==> config.mk <==
export PLATFORM = sky130hd
export DESIGN_NAME = event_stream_line_parser_unit
export DESIGN_NICKNAME = d
export VERILOG_FILES = /design/src/rtl/core/eslp_pkg.sv /design/src/rtl/core/eslp_front.sv /design/src/rtl/core/eslp_queue.sv /design/src/rtl/core/eslp_back.sv /design/src/rtl/core/event_stream_line_parser_unit.sv
export SDC_FILE = /design/constraint.sdc
export NUM_CORES = 1
export LEC_CHECK = 0
export BUFFER_PORTS_ARGS = -buffer_cell sky130_fd_sc_hd__buf_2
export CAP_MARGIN = 10
export CORE_MARGIN = 2
export CORE_UTILIZATION = 38
export CTS_BUF_LIST = sky130_fd_sc_hd__clkbuf_4 sky130_fd_sc_hd__clkbuf_8
export CTS_CLUSTER_DIAMETER = 30
export CTS_CLUSTER_SIZE = 10
export DETAILED_ROUTE_END_ITERATION = 12
export PLACE_DENSITY = 0.57
export SYNTH_ARGS = -nofsm -noshare
export SYNTH_HDL_FRONTEND = slang
export SYNTH_HIERARCHICAL = 1
export SYNTH_SLANG_ARGS = --single-unit
==> constraint.sdc <==
create_clock -name clk -period 20.2 [get_ports clk]
set_clock_uncertainty 0.2 [all_clocks]
set_input_delay 1.01 -clock clk [delete_from_list [all_inputs] [get_ports clk]]
set_output_delay 1.01 -clock clk [all_outputs]
set_load 0.01 [all_outputs]
==> src/rtl/core/eslp_pkg.sv <==
// ---------------------------------------------------------------------------
// eslp_pkg
// shared types, codes and character tables of the event stream line parser
// ---------------------------------------------------------------------------
package eslp_pkg;

	localparam int TYPE_MAX_DEF = 16;
	localparam int ID_MAX_DEF   = 16;
	localparam int QDEPTH       = 4;

	// input operation codes
	localparam logic OP_BYTE = 1'b0;
	localparam logic OP_EOS  = 1'b1;

	// result kinds
	localparam logic [2:0] K_DATA    = 3'd0;
	localparam logic [2:0] K_TYPE    = 3'd1;
	localparam logic [2:0] K_ID      = 3'd2;
	localparam logic [2:0] K_END     = 3'd3;
	localparam logic [2:0] K_DISCARD = 3'd4;

	// internal operation codes between front and back
	localparam logic [1:0] UOP_CONTENT  = 2'd0;
	localparam logic [1:0] UOP_LINE_END = 2'd1;
	localparam logic [1:0] UOP_EOS      = 2'd2;

	// one-hot field candidates
	localparam logic [3:0] F_EVENT = 4'b0001;
	localparam logic [3:0] F_DATA  = 4'b0010;
	localparam logic [3:0] F_ID    = 4'b0100;
	localparam logic [3:0] F_RETRY = 4'b1000;
	localparam logic [3:0] F_ALL   = 4'b1111;

	localparam logic [7:0] CH_BOM0  = 8'hEF;
	localparam logic [7:0] CH_BOM1  = 8'hBB;
	localparam logic [7:0] CH_BOM2  = 8'hBF;
	localparam logic [7:0] CH_CR    = 8'h0D;
	localparam logic [7:0] CH_LF    = 8'h0A;
	localparam logic [7:0] CH_COLON = 8'h3A;
	localparam logic [7:0] CH_SPACE = 8'h20;
	localparam logic [7:0] CH_NUL   = 8'h00;
	localparam int         MSG_LEN  = 7;

	typedef struct packed {
		logic       op;
		logic [7:0] byte_in;
	} item_t;

	typedef struct packed {
		logic [2:0] kind;
		logic [7:0] byte_out;
		logic       overflow;
		logic       last;
	} result_t;

	typedef struct packed {
		logic [1:0] code;
		logic [7:0] data;
		logic       last;
	} uop_t;

	function automatic logic [7:0] msg_char(input logic [2:0] i);
		logic [7:0] c;
		unique case (i)
			3'd0: c = "m";
			3'd1: c = "e";
			3'd2: c = "s";
			3'd3: c = "s";
			3'd4: c = "a";
			3'd5: c = "g";
			3'd6: c = "e";
			default: c = CH_NUL;
		endcase
		return c;
	endfunction

	function automatic logic [2:0] fld_len(input logic [1:0] k);
		logic [2:0] n;
		unique case (k)
			2'd0: n = 3'd5;
			2'd1: n = 3'd4;
			2'd2: n = 3'd2;
			default: n = 3'd5;
		endcase
		return n;
	endfunction

	function automatic logic [7:0] fld_char(input logic [1:0] k, input logic [2:0] i);
		logic [7:0] c;
		c = CH_NUL;
		unique case (k)
			2'd0: unique case (i)
				3'd0: c = "e";
				3'd1: c = "v";
				3'd2: c = "e";
				3'd3: c = "n";
				3'd4: c = "t";
				default: c = CH_NUL;
			endcase
			2'd1: unique case (i)
				3'd0: c = "d";
				3'd1: c = "a";
				3'd2: c = "t";
				3'd3: c = "a";
				default: c = CH_NUL;
			endcase
			2'd2: unique case (i)
				3'd0: c = "i";
				3'd1: c = "d";
				default: c = CH_NUL;
			endcase
			default: unique case (i)
				3'd0: c = "r";
				3'd1: c = "e";
				3'd2: c = "t";
				3'd3: c = "r";
				3'd4: c = "y";
				default: c = CH_NUL;
			endcase
		endcase
		return c;
	endfunction

	// drop candidates that no longer match after one more name byte
	function automatic logic [3:0] name_step(input logic [3:0] m, input logic [2:0] cnt,
			input logic [7:0] c);
		logic [3:0] r;
		r = m;
		for (int k = 0; k < 4; k++) begin
			if (m[k] && ((cnt >= fld_len(2'(k))) || (fld_char(2'(k), cnt) != c)))
				r[k] = 1'b0;
		end
		return r;
	endfunction

	// keep only the candidate whose length equals the name length
	function automatic logic [3:0] name_resolve(input logic [3:0] m, input logic [2:0] cnt);
		logic [3:0] r;
		r = '0;
		for (int k = 0; k < 4; k++) begin
			if (m[k] && (fld_len(2'(k)) == cnt))
				r = 4'(1 << k);
		end
		return r;
	endfunction

endpackage

==> src/rtl/core/eslp_front.sv <==
// ---------------------------------------------------------------------------
// eslp_front
// byte-order-mark and carriage-return handling, expands items into operations
// ---------------------------------------------------------------------------
module eslp_front (
	input  logic            clk,
	input  logic            arst_n,
	input  logic            item_valid,
	output logic            item_stall,
	input  eslp_pkg::item_t item,
	output logic            uop_valid,
	input  logic            uop_stall,
	output eslp_pkg::uop_t  uop
);
	import eslp_pkg::*;

	localparam logic [1:0] BOM_START = 2'd0;
	localparam logic [1:0] BOM_ONE   = 2'd1;
	localparam logic [1:0] BOM_TWO   = 2'd2;
	localparam logic [1:0] BOM_DONE  = 2'd3;

	logic [1:0] bom_q, bom_d;
	logic       cr_q, cr_d;
	uop_t       lst_q [3];
	uop_t       lst_d [3];
	logic [1:0] cnt_q, cnt_d;
	logic       push, take;
	logic       rep_ef, rep_bb, cr_c, main_c, main_le, eos;

	assign uop_valid  = (cnt_q != 2'd0);
	assign uop        = lst_q[0];
	assign push       = uop_valid && !uop_stall;
	assign item_stall = !((cnt_q == 2'd0) || ((cnt_q == 2'd1) && push));
	assign take       = item_valid && !item_stall;

	// classify the item
	always_comb begin
		rep_ef  = 1'b0;
		rep_bb  = 1'b0;
		cr_c    = 1'b0;
		main_c  = 1'b0;
		main_le = 1'b0;
		eos     = 1'b0;
		bom_d   = bom_q;
		cr_d    = cr_q;
		if (item.op == OP_BYTE) begin
			logic do_feed;
			do_feed = 1'b0;
			unique case (bom_q)
				BOM_START: begin
					if (item.byte_in == CH_BOM0) bom_d = BOM_ONE;
					else begin
						bom_d   = BOM_DONE;
						do_feed = 1'b1;
					end
				end
				BOM_ONE: begin
					if (item.byte_in == CH_BOM1) bom_d = BOM_TWO;
					else begin
						rep_ef  = 1'b1;
						bom_d   = BOM_DONE;
						do_feed = 1'b1;
					end
				end
				BOM_TWO: begin
					if (item.byte_in == CH_BOM2) bom_d = BOM_DONE;
					else begin
						rep_ef  = 1'b1;
						rep_bb  = 1'b1;
						bom_d   = BOM_DONE;
						do_feed = 1'b1;
					end
				end
				default: do_feed = 1'b1;
			endcase
			if (do_feed) begin
				if (cr_q && item.byte_in == CH_LF) begin
					cr_d    = 1'b0;
					main_le = 1'b1;
				end else begin
					cr_c = cr_q;
					if (item.byte_in == CH_CR) cr_d = 1'b1;
					else begin
						cr_d = 1'b0;
						if (item.byte_in == CH_LF) main_le = 1'b1;
						else main_c = 1'b1;
					end
				end
			end
		end else begin
			if (bom_q == BOM_ONE || bom_q == BOM_TWO) begin
				rep_ef = 1'b1;
				rep_bb = (bom_q == BOM_TWO);
				bom_d  = BOM_DONE;
			end
			// a held cr pairs with the implied lf and ends the line
			main_le = cr_q;
			cr_d    = 1'b0;
			eos     = 1'b1;
		end
	end

	// build the operation list, oldest first
	always_comb begin
		uop_t       nl [3];
		logic [1:0] n;
		for (int i = 0; i < 3; i++) nl[i] = '{code: UOP_CONTENT, data: CH_NUL, last: 1'b0};
		n = 2'd0;
		if (rep_ef) begin
			nl[n] = '{code: UOP_CONTENT, data: CH_BOM0, last: 1'b0};
			n     = n + 2'd1;
		end
		if (rep_bb) begin
			nl[n] = '{code: UOP_CONTENT, data: CH_BOM1, last: 1'b0};
			n     = n + 2'd1;
		end
		if (cr_c) begin
			nl[n] = '{code: UOP_CONTENT, data: CH_CR, last: 1'b0};
			n     = n + 2'd1;
		end
		if (main_c) begin
			nl[n] = '{code: UOP_CONTENT, data: item.byte_in, last: 1'b0};
			n     = n + 2'd1;
		end
		if (main_le) begin
			nl[n] = '{code: UOP_LINE_END, data: CH_LF, last: 1'b0};
			n     = n + 2'd1;
		end
		if (eos) begin
			nl[n] = '{code: UOP_EOS, data: CH_NUL, last: 1'b0};
			n     = n + 2'd1;
		end
		if (n != 2'd0) nl[n - 2'd1].last = 1'b1;

		lst_d = lst_q;
		cnt_d = cnt_q;
		if (push) begin
			lst_d[0] = lst_q[1];
			lst_d[1] = lst_q[2];
			cnt_d    = cnt_q - 2'd1;
		end
		if (take) begin
			lst_d = nl;
			cnt_d = n;
		end
	end

	always_ff @(posedge clk or negedge arst_n) begin
		if (!arst_n) begin
			bom_q <= BOM_START;
			cr_q  <= 1'b0;
			cnt_q <= 2'd0;
		end else begin
			cnt_q <= cnt_d;
			if (take) begin
				bom_q <= bom_d;
				cr_q  <= cr_d;
			end
		end
	end

	always_ff @(posedge clk) begin
		lst_q <= lst_d;
	end

endmodule

==> src/rtl/core/eslp_queue.sv <==
// ---------------------------------------------------------------------------
// eslp_queue
// small fifo of operations between front and back
// ---------------------------------------------------------------------------
module eslp_queue #(
	parameter int DEPTH = eslp_pkg::QDEPTH
) (
	input  logic           clk,
	input  logic           arst_n,
	input  logic           wr_valid,
	output logic           wr_stall,
	input  eslp_pkg::uop_t wr_data,
	output logic           rd_valid,
	input  logic           rd_stall,
	output eslp_pkg::uop_t rd_data
);
	import eslp_pkg::*;

	localparam int AW = (DEPTH > 1) ? $clog2(DEPTH) : 1;
	localparam int CW = $clog2(DEPTH + 1);

	uop_t          mem_q [DEPTH];
	logic [AW-1:0] wp_q, rp_q;
	logic [CW-1:0] cnt_q;
	logic          wr, rd;

	assign wr_stall = (cnt_q == CW'(DEPTH));
	assign rd_valid = (cnt_q != '0);
	assign rd_data  = mem_q[rp_q];
	assign wr       = wr_valid && !wr_stall;
	assign rd       = rd_valid && !rd_stall;

	always_ff @(posedge clk or negedge arst_n) begin
		if (!arst_n) begin
			wp_q  <= '0;
			rp_q  <= '0;
			cnt_q <= '0;
		end else begin
			if (wr) wp_q <= (wp_q == AW'(DEPTH - 1)) ? '0 : wp_q + AW'(1);
			if (rd) rp_q <= (rp_q == AW'(DEPTH - 1)) ? '0 : rp_q + AW'(1);
			if (wr && !rd) cnt_q <= cnt_q + CW'(1);
			else if (rd && !wr) cnt_q <= cnt_q - CW'(1);
		end
	end

	always_ff @(posedge clk) begin
		if (wr) mem_q[wp_q] <= wr_data;
	end

endmodule

==> src/rtl/core/eslp_back.sv <==
// ---------------------------------------------------------------------------
// eslp_back
// line and field parser, type and id stores, dispatch sequencer, result stage
// ---------------------------------------------------------------------------
module eslp_back #(
	parameter int TYPE_MAX = eslp_pkg::TYPE_MAX_DEF,
	parameter int ID_MAX   = eslp_pkg::ID_MAX_DEF
) (
	input  logic              clk,
	input  logic              arst_n,
	input  logic              uop_valid,
	output logic              uop_stall,
	input  eslp_pkg::uop_t    uop,
	output logic              res_valid,
	input  logic              res_stall,
	output eslp_pkg::result_t res
);
	import eslp_pkg::*;

	localparam int TLW = $clog2(TYPE_MAX + 1);
	localparam int TIW = $clog2(TYPE_MAX);
	localparam int ILW = $clog2(ID_MAX + 1);
	localparam int IIW = (ID_MAX > 1) ? $clog2(ID_MAX) : 1;
	localparam int CW  = (TLW > ILW) ? TLW : ILW;

	localparam logic [2:0] PH_START = 3'd0;
	localparam logic [2:0] PH_NAME  = 3'd1;
	localparam logic [2:0] PH_AFTER = 3'd2;
	localparam logic [2:0] PH_VAL   = 3'd3;
	localparam logic [2:0] PH_IGN   = 3'd4;

	localparam logic [2:0] ST_RUN  = 3'd0;
	localparam logic [2:0] ST_TYPE = 3'd1;
	localparam logic [2:0] ST_ID   = 3'd2;
	localparam logic [2:0] ST_END  = 3'd3;
	localparam logic [2:0] ST_DISC = 3'd4;

	logic [2:0]     st_q, st_d;
	logic [2:0]     ph_q, ph_d;
	logic [3:0]     nm_q, nm_d;
	logic [2:0]     nc_q, nc_d;
	logic           lhb_q, lhb_d;
	logic           dp_q, dp_d;
	logic [TLW-1:0] tlen_q, tlen_d;
	logic [ILW-1:0] ilen_q, ilen_d;
	logic [ILW-1:0] slen_q, slen_d;
	logic           snul_q, snul_d;
	logic           sover_q, sover_d;
	logic [1:0]     ovf_q, ovf_d;
	logic [CW-1:0]  idx_q, idx_d;
	logic           clast_q, clast_d;
	logic [7:0]     type_q [TYPE_MAX];
	logic [7:0]     id_q [ID_MAX];
	logic [7:0]     shd_q [ID_MAX];

	logic           type_we, type_msg, shd_we, id_copy;
	logic [7:0]     wbyte;
	logic           go, act;
	logic           r_v, flush;
	result_t        r;
	logic [3:0]     m_res;

	result_t        pend_q;
	logic           pend_v_q, pend_fin_q;
	logic           out_v_q, out_free, move;
	result_t        out_q;

	assign out_free  = !out_v_q || !res_stall;
	assign go        = !pend_v_q || out_free;
	assign uop_stall = !((st_q == ST_RUN) && go);
	assign act       = (st_q == ST_RUN) ? (uop_valid && go) : go;
	assign m_res     = name_resolve(nm_q, nc_q);
	assign res_valid = out_v_q;
	assign res       = out_q;

	always_comb begin
		logic       do_val, do_res, do_le;
		logic [7:0] c;
		do_val   = 1'b0;
		do_res   = 1'b0;
		do_le    = 1'b0;
		c        = uop.data;
		st_d     = st_q;
		ph_d     = ph_q;
		nm_d     = nm_q;
		nc_d     = nc_q;
		lhb_d    = lhb_q;
		dp_d     = dp_q;
		tlen_d   = tlen_q;
		ilen_d   = ilen_q;
		slen_d   = slen_q;
		snul_d   = snul_q;
		sover_d  = sover_q;
		ovf_d    = ovf_q;
		idx_d    = idx_q;
		clast_d  = clast_q;
		type_we  = 1'b0;
		type_msg = 1'b0;
		shd_we   = 1'b0;
		id_copy  = 1'b0;
		wbyte    = c;
		r_v      = 1'b0;
		r        = '{kind: K_DATA, byte_out: CH_NUL, overflow: 1'b0, last: 1'b0};
		flush    = 1'b0;

		if (act) begin
			unique case (st_q)
				ST_RUN: begin
					flush = uop.last;
					unique case (uop.code)
						UOP_CONTENT: begin
							unique case (ph_q)
								PH_START: begin
									lhb_d = 1'b1;
									if (c == CH_COLON) ph_d = PH_IGN;
									else begin
										ph_d = PH_NAME;
										nm_d = name_step(F_ALL, 3'd0, c);
										nc_d = 3'd1;
									end
								end
								PH_NAME: begin
									if (c == CH_COLON) begin
										do_res = 1'b1;
										ph_d   = PH_AFTER;
									end else begin
										nm_d = name_step(nm_q, nc_q, c);
										if (nc_q != 3'd7) nc_d = nc_q + 3'd1;
									end
								end
								PH_AFTER: begin
									ph_d   = PH_VAL;
									do_val = (c != CH_SPACE);
								end
								PH_VAL: do_val = 1'b1;
								default: ;
							endcase
						end
						UOP_LINE_END: begin
							if (lhb_q) do_le = 1'b1;
							else begin
								ph_d  = PH_START;
								nm_d  = F_ALL;
								nc_d  = 3'd0;
								if (dp_q) begin
									flush   = 1'b0;
									clast_d = uop.last;
									st_d    = ST_TYPE;
									idx_d   = '0;
								end else begin
									type_msg = 1'b1;
									ovf_d[0] = 1'b0;
								end
							end
						end
						default: begin
							do_le = lhb_q;
							if (dp_q) begin
								flush   = 1'b0;
								clast_d = uop.last;
								st_d    = ST_DISC;
							end
						end
					endcase
				end
				ST_TYPE: begin
					if (idx_q < CW'(tlen_q)) begin
						r_v   = 1'b1;
						r     = '{kind: K_TYPE, byte_out: type_q[idx_q[TIW-1:0]],
							overflow: 1'b0, last: 1'b0};
						idx_d = idx_q + CW'(1);
					end else begin
						st_d  = ST_ID;
						idx_d = '0;
					end
				end
				ST_ID: begin
					if (idx_q < CW'(ilen_q)) begin
						r_v   = 1'b1;
						r     = '{kind: K_ID, byte_out: id_q[idx_q[IIW-1:0]],
							overflow: 1'b0, last: 1'b0};
						idx_d = idx_q + CW'(1);
					end else st_d = ST_END;
				end
				ST_END: begin
					r_v      = 1'b1;
					r        = '{kind: K_END, byte_out: CH_NUL, overflow: |ovf_q, last: 1'b0};
					dp_d     = 1'b0;
					type_msg = 1'b1;
					ovf_d[0] = 1'b0;
					st_d     = ST_RUN;
					flush    = clast_q;
				end
				default: begin
					r_v   = 1'b1;
					r     = '{kind: K_DISCARD, byte_out: CH_NUL, overflow: 1'b0, last: 1'b0};
					dp_d  = 1'b0;
					st_d  = ST_RUN;
					flush = clast_q;
				end
			endcase
		end

		// line end inside a line: resolve a bare name, commit a clean id
		if (do_le) begin
			if (ph_q == PH_NAME) do_res = 1'b1;
			if ((ph_q == PH_NAME || ph_q == PH_AFTER || ph_q == PH_VAL) &&
					(((ph_q == PH_NAME) ? m_res : nm_q) == F_ID) &&
					((ph_q == PH_NAME) || !snul_q)) begin
				id_copy  = (ph_q != PH_NAME);
				ilen_d   = (ph_q == PH_NAME) ? '0 : slen_q;
				ovf_d[1] = (ph_q == PH_NAME) ? 1'b0 : sover_q;
			end
			ph_d  = PH_START;
			lhb_d = 1'b0;
			nc_d  = 3'd0;
		end

		if (do_res) begin
			priority if (m_res == F_EVENT) begin
				tlen_d   = '0;
				ovf_d[0] = 1'b0;
			end else if (m_res == F_DATA) begin
				if (dp_q) begin
					r_v = 1'b1;
					r   = '{kind: K_DATA, byte_out: CH_LF, overflow: 1'b0, last: 1'b0};
				end
			end else if (m_res == F_ID) begin
				slen_d  = '0;
				snul_d  = 1'b0;
				sover_d = 1'b0;
			end
			nm_d = m_res;
		end
		if (do_le) nm_d = F_ALL;

		if (do_val) begin
			priority if (nm_q == F_EVENT) begin
				if (tlen_q < TLW'(TYPE_MAX)) begin
					type_we = 1'b1;
					tlen_d  = tlen_q + TLW'(1);
				end else ovf_d[0] = 1'b1;
			end else if (nm_q == F_DATA) begin
				r_v  = 1'b1;
				r    = '{kind: K_DATA, byte_out: c, overflow: 1'b0, last: 1'b0};
				dp_d = 1'b1;
			end else if (nm_q == F_ID) begin
				if (c == CH_NUL) snul_d = 1'b1;
				if (slen_q < ILW'(ID_MAX)) begin
					shd_we = 1'b1;
					slen_d = slen_q + ILW'(1);
				end else sover_d = 1'b1;
			end
		end
	end

	assign move = pend_v_q && out_free && (pend_fin_q || r_v);

	always_ff @(posedge clk or negedge arst_n) begin
		if (!arst_n) begin
			st_q       <= ST_RUN;
			ph_q       <= PH_START;
			nm_q       <= F_ALL;
			nc_q       <= 3'd0;
			lhb_q      <= 1'b0;
			dp_q       <= 1'b0;
			tlen_q     <= TLW'(MSG_LEN);
			ilen_q     <= '0;
			slen_q     <= '0;
			snul_q     <= 1'b0;
			sover_q    <= 1'b0;
			ovf_q      <= 2'b00;
			idx_q      <= '0;
			clast_q    <= 1'b0;
			pend_v_q   <= 1'b0;
			pend_fin_q <= 1'b0;
			out_v_q    <= 1'b0;
			for (int i = 0; i < TYPE_MAX; i++)
				type_q[i] <= (i < MSG_LEN) ? msg_char(3'(i)) : CH_NUL;
		end else begin
			st_q    <= st_d;
			ph_q    <= ph_d;
			nm_q    <= nm_d;
			nc_q    <= nc_d;
			lhb_q   <= lhb_d;
			dp_q    <= dp_d;
			tlen_q  <= type_msg ? TLW'(MSG_LEN) : tlen_d;
			ilen_q  <= ilen_d;
			slen_q  <= slen_d;
			snul_q  <= snul_d;
			sover_q <= sover_d;
			ovf_q   <= ovf_d;
			idx_q   <= idx_d;
			clast_q <= clast_d;
			if (type_msg) begin
				for (int i = 0; i < MSG_LEN; i++) type_q[i] <= msg_char(3'(i));
			end else if (type_we) type_q[tlen_q[TIW-1:0]] <= wbyte;

			// result holding slot: last is known once the next result or item end shows
			if (r_v) begin
				pend_v_q   <= 1'b1;
				pend_fin_q <= flush;
			end else if (move) begin
				pend_v_q   <= 1'b0;
				pend_fin_q <= 1'b0;
			end else if (flush && pend_v_q) pend_fin_q <= 1'b1;

			if (move) out_v_q <= 1'b1;
			else if (out_v_q && !res_stall) out_v_q <= 1'b0;
		end
	end

	always_ff @(posedge clk) begin
		if (r_v) pend_q <= r;
		if (move) out_q <= '{kind: pend_q.kind, byte_out: pend_q.byte_out,
			overflow: pend_q.overflow, last: pend_fin_q};
		if (shd_we) shd_q[slen_q[IIW-1:0]] <= wbyte;
		if (id_copy) id_q <= shd_q;
	end

	a_fin_has_pend: assert property (@(posedge clk) disable iff (!arst_n)
		pend_fin_q |-> pend_v_q) else $error("final flag without held result");
	a_type_len: assert property (@(posedge clk) disable iff (!arst_n)
		tlen_q <= TLW'(TYPE_MAX)) else $error("type length beyond store");
	a_shadow_len: assert property (@(posedge clk) disable iff (!arst_n)
		slen_q <= ILW'(ID_MAX)) else $error("shadow length beyond store");
	a_dispatch_data: assert property (@(posedge clk) disable iff (!arst_n)
		(st_q == ST_TYPE || st_q == ST_ID || st_q == ST_END || st_q == ST_DISC) |-> dp_q)
		else $error("dispatch sequence without pending data");
	a_move_slot: assert property (@(posedge clk) disable iff (!arst_n)
		(r_v && pend_v_q) |-> move) else $error("held result overwritten");

endmodule

==> src/rtl/core/event_stream_line_parser_unit.sv <==
// ---------------------------------------------------------------------------
// event_stream_line_parser_unit
// splits a byte stream into event-stream lines and fields, emits tagged bytes
// ---------------------------------------------------------------------------
// usage:
//  item channel (item_valid/item_stall/item): one transaction per stream byte
//    (op = byte) or one end-of-stream marker (op = end of stream)
//  result channel (res_valid/res_stall/res): data, type and id bytes, event
//    end and discard markers; last flags the final result of one input
//  path: the first result of an item passes the front stage, the queue, the
//    parser with its holding slot and the output register
//  throughput: the front expands each transaction into zero to three internal
//    operations and issues one per cycle while not stalled; plain bytes flow at
//    about one per cycle; on a blank line with data the dispatch sequencer in the
//    back end sends each stored type and id byte, then the end marker
//  reset: clears the parser to line start, type to message, empty id, and
//    rearms the byte-order-mark check; the id stores are left as they are
//  stall: a stalled result holds in the output register; the back end and the
//    queue then fill and item_stall rises, nothing is dropped
module event_stream_line_parser_unit #(
	parameter int TYPE_MAX = eslp_pkg::TYPE_MAX_DEF,
	parameter int ID_MAX   = eslp_pkg::ID_MAX_DEF
) (
	input  logic              clk,
	input  logic              arst_n,
	input  logic              item_valid,
	output logic              item_stall,
	input  eslp_pkg::item_t   item,
	output logic              res_valid,
	input  logic              res_stall,
	output eslp_pkg::result_t res
);
	import eslp_pkg::*;

	// front to queue
	logic f_valid, f_stall;
	uop_t f_uop;
	// queue to back
	logic q_valid, q_stall;
	uop_t q_uop;

	// front: bom check, cr pairing, item to operation expansion
	eslp_front u_front (
		.clk        (clk),
		.arst_n     (arst_n),
		.item_valid (item_valid),
		.item_stall (item_stall),
		.item       (item),
		.uop_valid  (f_valid),
		.uop_stall  (f_stall),
		.uop        (f_uop)
	);

	// decoupling queue so a dispatch burst does not stop the front at once
	eslp_queue #(
		.DEPTH (QDEPTH)
	) u_queue (
		.clk      (clk),
		.arst_n   (arst_n),
		.wr_valid (f_valid),
		.wr_stall (f_stall),
		.wr_data  (f_uop),
		.rd_valid (q_valid),
		.rd_stall (q_stall),
		.rd_data  (q_uop)
	);

	// back: field parser, stores and result stage
	eslp_back #(
		.TYPE_MAX (TYPE_MAX),
		.ID_MAX   (ID_MAX)
	) u_back (
		.clk       (clk),
		.arst_n    (arst_n),
		.uop_valid (q_valid),
		.uop_stall (q_stall),
		.uop       (q_uop),
		.res_valid (res_valid),
		.res_stall (res_stall),
		.res       (res)
	);

endmodule

=== Yosys cells after proc, flatten, opt, wreduce, memory -nomap -nowiden ===
Memory sizes are Yosys's and may differ from the RTL's.
Cells that the tools add are included.

* Bits in registers: 497
* Memory bits (writable): 44
* Input bits: 13
* Output and inout port bits: 15
* Word-level logic and storage cells: 657
* Memories kept: 1

* Add/sub/neg operators: 15
* Order comparisons: 27
* Equal/unequal tests: 69
* Muxes and demuxes: 329
* Bitwise gates (word level): 23
* Reduce and logical (&&, ||, !) cells: 102

{| class="wikitable"
|+ Memories
! memory !! words !! bits a word !! read ports !! clocked after Yosys merged registers in !! write ports !! line !! RTL
|-
| u_queue.mem_q || 4 || 11 || 1 || 0 || 1 || eslp_queue.sv:22 || <nowiki>uop_t mem_q [DEPTH];</nowiki>
|}

{| class="wikitable"
|+ Operator list
! cell !! count
|-
| two-way mux 8 bit || 46
|-
| bitwise mux 128 bit || 2
|-
| two-way mux 33 bit || 7
|-
| two-way mux 3 bit || 46
|-
| demux 11 bit (select 2 bit) || 6
|-
| two-way mux 1 bit || 128
|-
| two-way mux 128 bit || 1
|-
| two-way mux 5 bit || 21
|-
| two-way mux 13 bit || 8
|-
| bitwise mux 33 bit || 2
|-
| two-way mux 11 bit || 6
|-
| binary-select mux 8 bit (select 4 bit) || 2
|-
| demux 8 bit (select 4 bit) || 2
|-
| != test 8 bit || 8
|-
| two-way mux 56 bit || 1
|-
| one-hot mux 7 bit (4 select lines) || 2
|-
| one-hot mux 13 bit (4 select lines) || 1
|-
| AND 24 bit || 2
|-
| NOT 24 bit || 2
|-
| two-way mux 4 bit || 10
|-
| AND reduction 8 bit || 5
|-
| logical AND 1 bit || 31
|-
| AND 30 bit || 1
|-
| NOT 30 bit || 1
|-
| 73 further kinds || 224
|}

=== Depth between registers and ports, before layout ===
Gate-level depths: netlist of run 1.

* Word-level depth: 24
* Mapped depth: 21

=== Modules after synthesis ===
The synthesis of run 1 kept the hierarchy.

{| class="wikitable"
|+ By module, submodules not included
! module !! instances !! cells an instance !! area each (µm²) !! seq. area each (µm²)
|-
| eslp_back || 1 || 1314 || 19393.6 || 12764.7
|-
| eslp_front || 1 || 275 || 2733.9 || 1116.1
|-
| eslp_queue || 1 || 95 || 2040.7 || 1496.4
|}

=== Worst setup path after synthesis of run 1 ===
Ideal clock, no wire load.

* Kind: reg-to-reg
* Start: reg u_queue.rp_q[0]
* End: reg u_back/id_q[0] (netlist bit) (enable)
* Setup time: 616 ps
* Arrival time: 7110 ps
* Data required time: 19384 ps
* Path slack: 12274 ps
* Cell stages (with the launch flop): 9
* Path buffers: 2
* Clock period less this slack: 7926 ps
* Path through: dfrtp_1 -> buf_4 -> mux4_2 -> or2_2 -> clkbuf_1 -> nand2_1 -> nor2_1 -> nand3_1 -> nor2_1

{| class="wikitable"
|+ RTL lines
! element !! line !! RTL
|-
| from (decl) || eslp_queue.sv:23 || <nowiki>logic [AW-1:0] wp_q, rp_q;</nowiki>
|-
| from (signal assigned) || eslp_queue.sv:40 || <nowiki>if (rd) rp_q <= (rp_q == AW'(DEPTH - 1)) ? '0 : rp_q + AW'(1);</nowiki>
|-
| to (signal assigned) || eslp_back.sv:318 || <nowiki>if (id_copy) id_q <= shd_q;</nowiki>
|-
| to (decl) || eslp_back.sv:53 || <nowiki>logic [7:0] id_q [ID_MAX];</nowiki>
|}

==> impl_metrics.csv, run 1 <==
group,metric,value,unit
finish,num-nets-final,1798,
global_routing,grt_usage,0.1682,
timing,hold_viol,0,
pwr,power_frac_seq,0.395,
timing,setup_violations,0,
detailed_routing,drcViolationCount,0,
place,gp_congestion,0.8705,
clock_tree,cts.sinks,541,
hold_path,hold_class,"primary input to async pin",
place,dpl.hpwl,32900,µm
synth,syn_inst,1684,
place,io_buffers,27,
run,cap_violations,0,
global_routing,grt_pass1_vias,14960,
detailed_routing,antenna_left,0,
detailed_routing,initialDrtViolationCount,989,
floorplanning,die_area,65630,µm²
synth,synth_cell_types,100,
pwr,p_per_area,151.4,nW/µm²
floorplanning,start_util,0.3838,
pwr,power_frac_comb,0.301,
clock_tree,tritoncts,"yes",
detailed_routing,drt_pass1_iterations,5,
floorplanning,core_area,62970,µm²
timing,holdWs,0.1021,ns
finish,final_util,0.4380,
place,pre_cts_ws,14.43,ns
synth,ys_async_sr_fraction,0.3383,
finish,drive_gt1_frac,0.2637,
timing,fin_ws,15.08,ns
detailed_routing,finalWirelength,54110,µm
timing,fmax,195.5,MHz
synth,syn-cell-area,24170,µm²
synth,yosys_warnings,6,
timing,rsz0062_at_grt,"false",
global_routing,grt_max_degree,73,
clock_tree,clock-root-buffer,"clkbuf_8",
setup_path,path_max_fanout,6,
finish,num-fill-cells,5668,
setup_path,critical_path_class,"primary input to flip-flop",
finish,layout_commonest_cell,"edfxtp_1",
outcome,status,"complete, no violations",
global_routing,grt_pass1_wl,85680,µm
pwr,p_int,2.700,mW
pwr,power_frac_clock,0.304,
timing,tns,0,ns
synth,ys_seq_area_frac,0.6363,
detailed_routing,vias,14190,
finish,synthToLayoutAreaGrowth,14.12,%
synth,synth_fp_nets,1749,
global_routing,grt_overflow_total,0,
clock_tree,cts-hold-fix-buffers,0,
timing,slew_violations,0,
synth,avgSynthCellArea,14.35,µm²
setup_path,start_kind,"primary input",
setup_path,endpoint_kind,"flip-flop",
clock_tree,cts-htree-levels,3,
global_routing,antenna_found_initial,1,
clock_tree,path_clk_slew,0.06,ns
floorplanning,fp.dieH,256.2,µm
floorplanning,rows,92,
detailed_routing,via_per_inst,5.304,
synth,ys_ff_latch,541,
setup_path,reg2reg_slack,15.25,ns
detailed_routing,wl_per_cell,20.23,µm
timing,tightest_slew,1.126,ns
pwr,power.leakage,10.29,nW
pwr,switchingPower,1.474,mW
setup_path,r2r-end,"u_front/uop[1]$_DFFE_PP_",
clock_tree,clk-insertion-delay-late,0.71,ns
finish,multi_input_area,8155,µm²
finish,layout_common_cells,"edfxtp_1 (358), nand2_1 (176), dfrtp_1 (142), clkbuf_8 (111), mux4_2 (75)",
clock_tree,cts_resized,0,
floorplanning,ios,28,
setup_path,worstRegToRegCells,19,
setup_path,cp.arrival,5.44,ns
pwr,peakVddDrop,0.0001009,V
synth,synth_ff_type,"edfxtp_1",
synth,synth_edf_count,358,
timing,max-slew-margin-rel,0.2472,
finish,seq_area,15390,µm²
pwr,power_switching_share,0.3532,
floorplanning,die_w,256.2,µm
clock_tree,cts_setup_buffers,0,
setup_path,reg2reg_from,"u_front/bom_q[1]$_DFFE_PN0P_",
timing,fin_crit,5.116,ns
clock_tree,cts_made_buffers,109,
setup_path,required,20.52,ns
timing,fin_crit_sh,0.2533,
clock_tree,clockBufferDepth,3,
sequential cells by signal, indices dropped and copies added (netlist names), 11 cells and up:
register and count:
u_back/res 13, u_front/lst_q 22, u_back/pend_q 12, u_front/uop 11, u_queue/mem_q 44, u_back/shd_q 128
u_back/id_q 128, u_back/type_q 128
cells in the mapped netlist (all sizes together), types with 7 or more instances:
| master | count | area share |
|---|---|---|
| mux2i | 52 | 0.022 |
| nor2b | 8 | 0.0025 |
| nand2b | 12 | 0.0031 |
| a21o | 7 | 0.0022 |
| mux4 | 75 | 0.070 |
| or3 | 8 | 0.0025 |
| clkbuf | 68 | 0.011 |
| ha | 51 | 0.026 |
| xor2 | 10 | 0.0036 |
| and2 | 22 | 0.0057 |
| a31oi | 12 | 0.0037 |
| nor2 | 77 | 0.015 |
| nor3 | 26 | 0.0075 |
| nand3 | 49 | 0.010 |
| o31ai | 13 | 0.0053 |
| inv | 52 | 0.0082 |
| buf | 35 | 0.0091 |
| o21ai | 73 | 0.015 |
| nand2 | 180 | 0.029 |
| and3 | 8 | 0.0023 |
| nor4b | 7 | 0.0025 |
| o22ai | 9 | 0.0023 |
| nor3b | 8 | 0.0027 |
| a21oi | 59 | 0.012 |
| dfrtp | 145 | 0.15 |
| nor4 | 14 | 0.0056 |
| mux2 | 80 | 0.038 |
| edfxtp | 358 | 0.44 |
| nand4 | 12 | 0.0031 |
| dfstp | 38 | 0.041 |
power groups by stage:
stage | sequential [mW] | clock [mW] | combinational, mW
global placement | 1.66 | 0 | 1.23
floorplan | 1.58 | 0 | 0.952
global route | 1.68 | 1.36 | 1.38
finish | 1.65 | 1.27 | 1.25
detailed placement | 1.67 | 0 | 1.26
CTS | 1.65 | 1.30 | 1.26
worst max-delay path by stage:
stage | start | cells past startpoint | to | slack, ns
2_1_floorplan | u_queue/rp_q[0]$_DFFE_PN0P_ | 8 | u_back/id_q[0]$_DFFE_PP_ | 12.27
6_report | item[6] | 19 | u_front/uop[1]$_DFFE_PP_ | 15.08
3_5_place_dp | item[6] | 19 | u_front/uop[1]$_DFFE_PP_ | 14.43
3_3_place_gp | item[6] | 19 | u_front/uop[1]$_DFFE_PP_ | 14.55
5_1_grt | item[6] | 19 | u_front/uop[1]$_DFFE_PP_ | 14.73
4_1_cts | item[6] | 19 | u_front/uop[1]$_DFFE_PP_ | 15.19
critical path, stage by stage:
cell      delay, ns
buf_2          0.13
nand4b_1       0.26
o31ai_1        0.41
a21oi_1        0.12
o21a_1         0.23
inv_1          0.15
ha_1           0.28
nor3_1         0.35
nor2_1         0.20
ha_1           0.33
nand2_1        0.07
o21a_1         0.12
ha_1           0.32
a221oi_4       0.39
inv_2          0.10
ha_1           0.24
a21oi_1        0.31
nand2_1        0.15
o31ai_1        0.25
final cells by class:
cell class | count | area share
Sequential cell | 541 | 0.5579
Multi-Input combinational cell | 988 | 0.2957
Clock buffer | 119 | 0.05734
Tap cell | 846 | 0.03838
Clock inverter | 87 | 0.03443
Timing Repair Buffer | 41 | 0.009028
Inverter | 52 | 0.007168
Antenna cell | 1 | 0.00009073
logic make-up (layout without fill, tap and decap cells):
| kind of cell | after synthesis | after routing | synth area share |
|---|---|---|---|
| DFF | 541 | 541 | 0.6363 |
| and+or+nand+nor | 459 | 459 | 0.1012 |
| AOI/OAI and AO/OA | 255 | 255 | 0.07253 |
| muxes | 207 | 207 | 0.1290 |
| buffers and inverters | 155 | 299 | 0.02780 |
| adders and majority gates | 52 | 52 | 0.02723 |
| xor gates and xnor gates | 15 | 15 | 0.006005 |
| other | 0 | 1 | 0 |
per-layer routing:
metal	vias to the layer above	track usage	wire [µm]
met4	0	0.07732	1634
met1	7209	0.2155	23460
met5	-	0	0
li1	6498	-	-
met2	366	0.2782	26500
met3	115	0.03074	2514
stage by stage:
step | cells | cell area (µm²) | total power, mW
floorplan | 1684 | 24170 | 2.532
global placement | 2468 | 25050 | 2.892
detailed placement | 2468 | 25050 | 2.926
CTS | 2674 | 27580 | 4.216
global route | 2675 | 27580 | 4.419
finish | 2675 | 27580 | 4.174
No activity file was read; power rests on OpenSTA's default activity.
==> run 2, diff against run 1 <==
Settings changed: ABC_AREA set to 1.
Clock period 20.2 ns to 4.86 ns, I/O delays scaled along.
==> run 2 against run 1 <==
First-iteration DRC count grew 70%. Sequential power grew to 4.1 times the previous value. Worst setup slack lost 15 ns. Cell count rose by 27%. Via count up 19%. Synthesized cell count increased by 41%. Critical path depth increased by 4. Wire length rose by 10%. Count of clock-buffer cells in the layout increased by 10. Critical path type is now flip-flop to flip-flop. Largest power group unchanged.
==> impl_metrics.csv, run 2 <==
group,metric,value,unit
pwr,power,17.44,mW
floorplanning,core_area,63080,µm²
setup_path,required,5.21,ns
clock_tree,cts.sinks,541,
finish,drive_gt1_frac,0.1520,
global_routing,grt_pass1_wl,93830,µm
synth,ys_seq_area_frac,0.6349,
floorplanning,die_w,256.5,µm
setup_path,path_max_fanout,5,
synth,synth_largest_area_cell,"edfxtp_1",
global_routing,grt_overflow_total,0,
place,pre_cts_ws,0.3055,ns
clock_tree,clock-root-buffer,"clkbuf_8",
synth,synth_ff_type,"edfxtp_1",
global_routing,grt_max_degree,143,
run,cap_violations,0,
clock_tree,cts-htree-levels,3,
pwr,switchingPower,6.639,mW
timing,slew_violations,0,
floorplanning,die_area,65770,µm²
synth,ys_async_sr_fraction,0.3383,
floorplanning,start_util,0.3839,
synth,synth_common_cells,"nand2_1 (562), edfxtp_1 (358), nor2_1 (229)",
place,io_buffers,27,
synth,syn_inst,2371,
timing,hold_viol,0,
setup_path,cp.arrival,4.75,ns
pwr,p_per_area,628.1,nW/µm²
synth,synth_top_area_share,0.4439,
place,postPlaceCellArea,25180,µm²
floorplanning,rows,92,
setup_path,critical_path_class,"flip-flop to flip-flop",
detailed_routing,via_per_inst,4.970,
clock_tree,clk-insertion-delay-late,0.72,ns
synth,synth_fp_nets,2436,
detailed_routing,initialDrtViolationCount,1677,
place,dpl.hpwl,38340,µm
timing,fmax,227.4,MHz
timing,fin_crit_sh,0.9050,
detailed_routing,drcViolationCount,0,
outcome,status,"complete, no violations",
finish,num-nets-final,2513,
pwr,p_int,10.80,mW
detailed_routing,drt_pass1_iterations,7,
detailed_routing,finalWirelength,59670,µm
pwr,power_frac_comb,0.320,
synth,synth_cell_types,53,
clock_tree,path_clk_slew,0.06,ns
synth,synthTopCellsByArea,"edfxtp_1 (44%), dfrtp_1 (15%), nand2_1 (8.7%)",
clock_tree,cts_made_buffers,107,
floorplanning,ios,28,
hold_path,hold_class,"primary input to async pin",
setup_path,endpoint_kind,"flip-flop",
finish,stdcell_area,27770,µm²
timing,rsz0062_at_grt,"false",
pwr,power_frac_seq,0.384,
pwr,power.leakage,11.25,nW
place,gp_congestion,0.8969,
finish,layout_commonest_cell,"nand2_1",
finish,layout_common_cells,"nand2_1 (562), edfxtp_1 (358), nor2_1 (229), nand3_1 (194), inv_1 (172)",
synth,yosysMostFrequentCell,"nand2_1",
detailed_routing,antenna_left,0,
synth,syn-cell-area,24220,µm²
synth,avgSynthCellArea,10.21,µm²
global_routing,grt_usage,0.1818,
timing,holdWs,0.01020,ns
timing,tightest_slew,1.079,ns
global_routing,grt_pass1_vias,16840,
clock_tree,clockBufferDepth,3,
timing,max-slew-margin-rel,0.2780,
synth,ys_ff_latch,541,
synth,yosys_warnings,6,
clock_tree,tritoncts,"yes",
pwr,power_switching_share,0.3806,
detailed_routing,wl_per_cell,17.62,µm
global_routing,antenna_found_initial,1,
timing,setup_violations,0,
finish,synthToLayoutAreaGrowth,14.66,%
clock_tree,cts_setup_buffers,0,
timing,fin_ws,0.4618,ns
pwr,peakVddDrop,0.0003618,V
pwr,power_frac_clock,0.296,
synth,synth_edf_count,358,
setup_path,start_kind,"flip-flop",
timing,tns,0,ns
timing,fin_crit,4.398,ns
floorplanning,fp.dieH,256.5,µm
detailed_routing,vias,16830,
## run 2: changes by cell type after synthesis, sizes merged, moves of 75 or more
| cell | previous run | this run |
|---|---|---|
| inv | 52 | 188 |
| mux2 | 80 | 0 |
| mux4 | 75 | 0 |
| nand2 | 180 | 603 |
| nand3 | 49 | 202 |
| nor2 | 77 | 245 |
| o21ai | 73 | 233 |
## run 2: metal layers
layer / share of wire / track usage
met1: 0.44 / 0.2419
met2: 0.46 / 0.2880
met3: 0.059 / 0.03717
met4: 0.039 / 0.08075
met5: 0 / 0
## run 2: cell families (layout without fill, tap and decap cells)
logic type	after synthesis	in the layout	share of synthesized area
and+or+nand+nor	1082	1082	0.1941
adders and majority gates	52	52	0.02717
DFF	541	541	0.6349
xor gates and xnor gates	6	6	0.002170
buffers and inverters	300	468	0.05311
other	0	1	0
AOI/OAI and AO/OA	390	390	0.08855
## run 2: per-stage QoR
stage	instances	utilization
after global routing	3386	0.4402
after global placement	3173	0.3991
after detailed placement	3173	0.3991
after floorplan	2371	-
final	3386	0.4402
after CTS	3385	0.4402
## run 2: worst paths after layout
kind                                         startpoint                            to  slack [ns]  cells after the start
max reg2reg                u_front/bom_q[0]$_DFFE_PN0P_      u_front/uop[3]$_DFFE_PP_        0.46                     23
max                        u_front/bom_q[0]$_DFFE_PN0P_      u_front/uop[3]$_DFFE_PP_        0.46                     23
min                                              arst_n  u_back/type_q[0]$_DFFE_PN0P_        0.01                      2
min in group clk                              res_stall  u_back/res_valid$_DFFE_PN0P_        0.13                      4
min reg2reg                  u_back/shd_q[51]$_DFFE_PP_     u_back/id_q[51]$_DFFE_PP_        0.18                      0
max in group asynchronous                        arst_n    u_back/ph_q[2]$_DFFE_PN0P_        3.22                      3
## run 2: power groups by stage
| stage | Combinational [mW] | Sequential [mW] | Clock, mW |
|---|---|---|---|
| finish | 5.58 | 6.70 | 5.16 |
| detailed placement | 5.55 | 6.79 | 0 |
| global route | 6.21 | 6.79 | 5.50 |
| global placement | 5.42 | 6.76 | 0 |
| floorplan | 3.78 | 6.63 | 0 |
| CTS | 5.57 | 6.71 | 5.28 |
## run 2: cell type report
cell class / count / area, µm²
Antenna cell: 1 / 2.502
Multi-Input combinational cell: 1530 / 7561
Clock inverter: 71 / 790.8
Tap cell: 846 / 1059
Timing Repair Buffer: 74 / 551.8
Clock buffer: 129 / 1682
Fill cell: 6028 / 35310
Sequential cell: 541 / 15380
Inverter: 194 / 742.0
## run 2: critical path: stages, from the launching register on
cell	delay (ns)
dfrtp_1	0.41
inv_1	0.10
ha_1	0.24
nand2_1	0.09
nand2_2	0.09
o21ai_1	0.31
inv_1	0.14
ha_1	0.23
inv_1	0.09
nand2_1	0.07
nand2_1	0.11
inv_1	0.07
ha_1	0.28
or2_1	0.25
nand2_1	0.10
ha_1	0.23
nand2_1	0.10
nand2_2	0.09
ha_1	0.20
a21oi_1	0.35
nand2_1	0.17
inv_1	0.11
o21ai_0	0.08
o21ai_1	0.14
## run 2: timing repair
item,in CTS,in global routing
endpoints found under the setup margin,0,10
hold buffers,12,0
hold endpoints to repair,143,0
resized for setup,0,1
==> run 3, diff against run 2 <==
Settings changed: BUFFER_PORTS_ARGS -buffer_cell sky130_fd_sc_hd__buf_2 to not set, DONT_BUFFER_PORTS set to 1, PLACE_DENSITY 0.57 to not set, PLACE_DENSITY_LB_ADDON set to 0.1.
==> run 3 against run 2 <==
Power up 5.1%. Cell count up 0.97%. Highest routed layer unchanged. Final area up 2.3%. Critical endpoint unchanged. Via count up 1.5%. Register-to-register slack better by 0.04 ns.
==> impl_metrics.csv, run 3 (same netlist as run 2, synthesis figures left out) <==
group,metric,value,unit
place,postPlaceCellArea,25230,µm²
clock_tree,path_clk_slew,0.06,ns
detailed_routing,finalWirelength,63130,µm
detailed_routing,via_per_inst,4.997,
run,cap_violations,0,
outcome,status,"complete, no violations",
pwr,power.leakage,11.50,nW
setup_path,critical_path_class,"flip-flop to flip-flop",
floorplanning,rows,92,
clock_tree,cts_setup_buffers,0,
pwr,p_per_area,645.4,nW/µm²
setup_path,reg2reg_slack,0.50,ns
floorplanning,fp.dieH,256.5,µm
finish,synthToLayoutAreaGrowth,17.24,%
timing,tns,0,ns
finish,layout_commonest_cell,"nand2_1",
setup_path,endpoint_kind,"flip-flop",
setup_path,path_max_fanout,5,
timing,hold_viol,0,
detailed_routing,wl_per_cell,18.47,µm
clock_tree,clk-insertion-delay-late,0.72,ns
finish,layout_common_cells,"nand2_1 (562), edfxtp_1 (358), nor2_1 (229), nand3_1 (194), inv_1 (172)",
timing,rsz0062_at_grt,"false",
timing,setup_violations,0,
floorplanning,ios,28,
timing,fin_crit,4.356,ns
hold_path,hold_class,"primary input to flip-flop",
detailed_routing,vias,17090,
place,gp_congestion,0.8178,
floorplanning,core_area,63080,µm²
detailed_routing,drt_pass1_iterations,5,
detailed_routing,antenna_left,0,
finish,drive_gt1_frac,0.1584,
clock_tree,cts-htree-levels,3,
floorplanning,die_area,65770,µm²
setup_path,cp.arrival,4.73,ns
pwr,peakVddDrop,0.0003382,V
finish,num-nets-final,2527,
clock_tree,clockBufferDepth,3,
setup_path,start_kind,"flip-flop",
clock_tree,tritoncts,"yes",
clock_tree,cts.sinks,541,
timing,fmax,229.6,MHz
timing,max-slew-margin-rel,0.1719,
finish,stdcell_count,3419,
clock_tree,clock-root-buffer,"clkbuf_8",
finish,stdcell_area,28400,µm²
timing,slew_violations,0,
global_routing,grt_max_degree,184,
global_routing,grt_overflow_total,0,
detailed_routing,drcViolationCount,0,
setup_path,required,5.24,ns
global_routing,grt_pass1_vias,17080,
floorplanning,start_util,0.3839,
timing,fin_crit_sh,0.8963,
floorplanning,die_w,256.5,µm
pwr,power,18.33,mW
global_routing,grt_usage,0.1935,
detailed_routing,initialDrtViolationCount,1462,
place,io_buffers,0,
global_routing,antenna_found_initial,2,
clock_tree,cts_made_buffers,121,
place,dpl.hpwl,40150,µm
global_routing,grt_pass1_wl,98750,µm
place,dp_cells,3169,
timing,tightest_slew,1.238,ns
run 3: cell count changes in the layout (fill, tap and decap cells not counted), sizes merged:
cell | before | now
clkbuf | 130 | 143
bufinv | 13 | 22
clkinvlp | 13 | 22
inv | 200 | 193
clkinv | 39 | 44
diode | 1 | 4
dlygate4sd3 | 12 | 14
buf | 61 | 60
run 3: cell type report:
| class | count | area, µm² |
|---|---|---|
| fillers | 6129 | 34680 |
| flip-flops and latches | 541 | 15380 |
| multi-input cells | 1530 | 7561 |
| clock buffers | 143 | 1881 |
| clock inverters | 87 | 1097 |
| well taps | 846 | 1059 |
| inverters | 194 | 742.0 |
| repair buffers | 74 | 664.4 |
| diodes | 4 | 10.01 |
run 3: critical path, stage by stage (launching register included):
cell     delay, ns
dfrtp_1       0.39
inv_1         0.09
ha_1          0.23
nand2_1       0.09
nand2_2       0.09
o21ai_1       0.31
inv_1         0.15
ha_1          0.23
inv_1         0.09
nand2_1       0.07
nand2_1       0.12
inv_1         0.08
ha_1          0.28
or2_1         0.25
nand2_1       0.10
ha_1          0.23
nand2_1       0.10
nand2_2       0.09
ha_1          0.20
a21oi_1       0.32
nand2_1       0.17
inv_1         0.11
o21ai_0       0.12
o21ai_1       0.13
run 3: final timing paths:
| kind | start | endpoint | cells past startpoint |
|---|---|---|---|
| worst max register to register | u_front/bom_q[0]$_DFFE_PN0P_ | u_front/uop[3]$_DFFE_PP_ | 23 |
| worst min-delay path | item[6] | u_front/lst_q[1]$_DFFE_PP_ | 9 |
| worst min register to register | u_back/shd_q[1]$_DFFE_PP_ | u_back/id_q[1]$_DFFE_PP_ | 0 |
| worst max-delay path | u_front/bom_q[0]$_DFFE_PN0P_ | u_front/uop[3]$_DFFE_PP_ | 23 |
| min in group asynchronous | arst_n | u_back/type_q[89]$_DFFE_PN0P_ | 2 |
| max in group asynchronous | arst_n | u_back/idx_q[0]$_DFFE_PN0P_ | 2 |
run 3: stage by stage:
stage                     hold WS (ns)  utilization  worst slack (ns)
after global routing            0.1212       0.4502           0.07272
after global placement         -0.2428       0.4000            0.4710
final                           0.1016       0.4502            0.5038
after detailed placement       -0.2426       0.4000            0.3183
after floorplan                -0.2526            -            0.7459
after CTS                      0.02952       0.4498            0.2963
run 3: where the power goes:
part,internal (mW),total (mW),switching (mW)
clock network,3.80,6.05,2.25
registers,6.29,6.76,0.470
logic,1.46,5.52,4.06
run 3: layer usage:
layer | wire (µm) | part of all wire | GRT usage | vias up
met1 | 29980 | 0.47 | 0.2724 | 8294
met3 | 3089 | 0.049 | 0.03826 | 126
li1 | - | - | - | 8242
met5 | 0 | 0 | 0 | -
met2 | 28320 | 0.45 | 0.2983 | 423
met4 | 1741 | 0.028 | 0.06799 | 0
run 3: repair_timing:
action | in CTS | in global routing
resized for setup | 0 | 1
hold buffers | 15 | 0
setup endpoints to repair | 0 | 6
endpoints found under the hold margin | 248 | 0
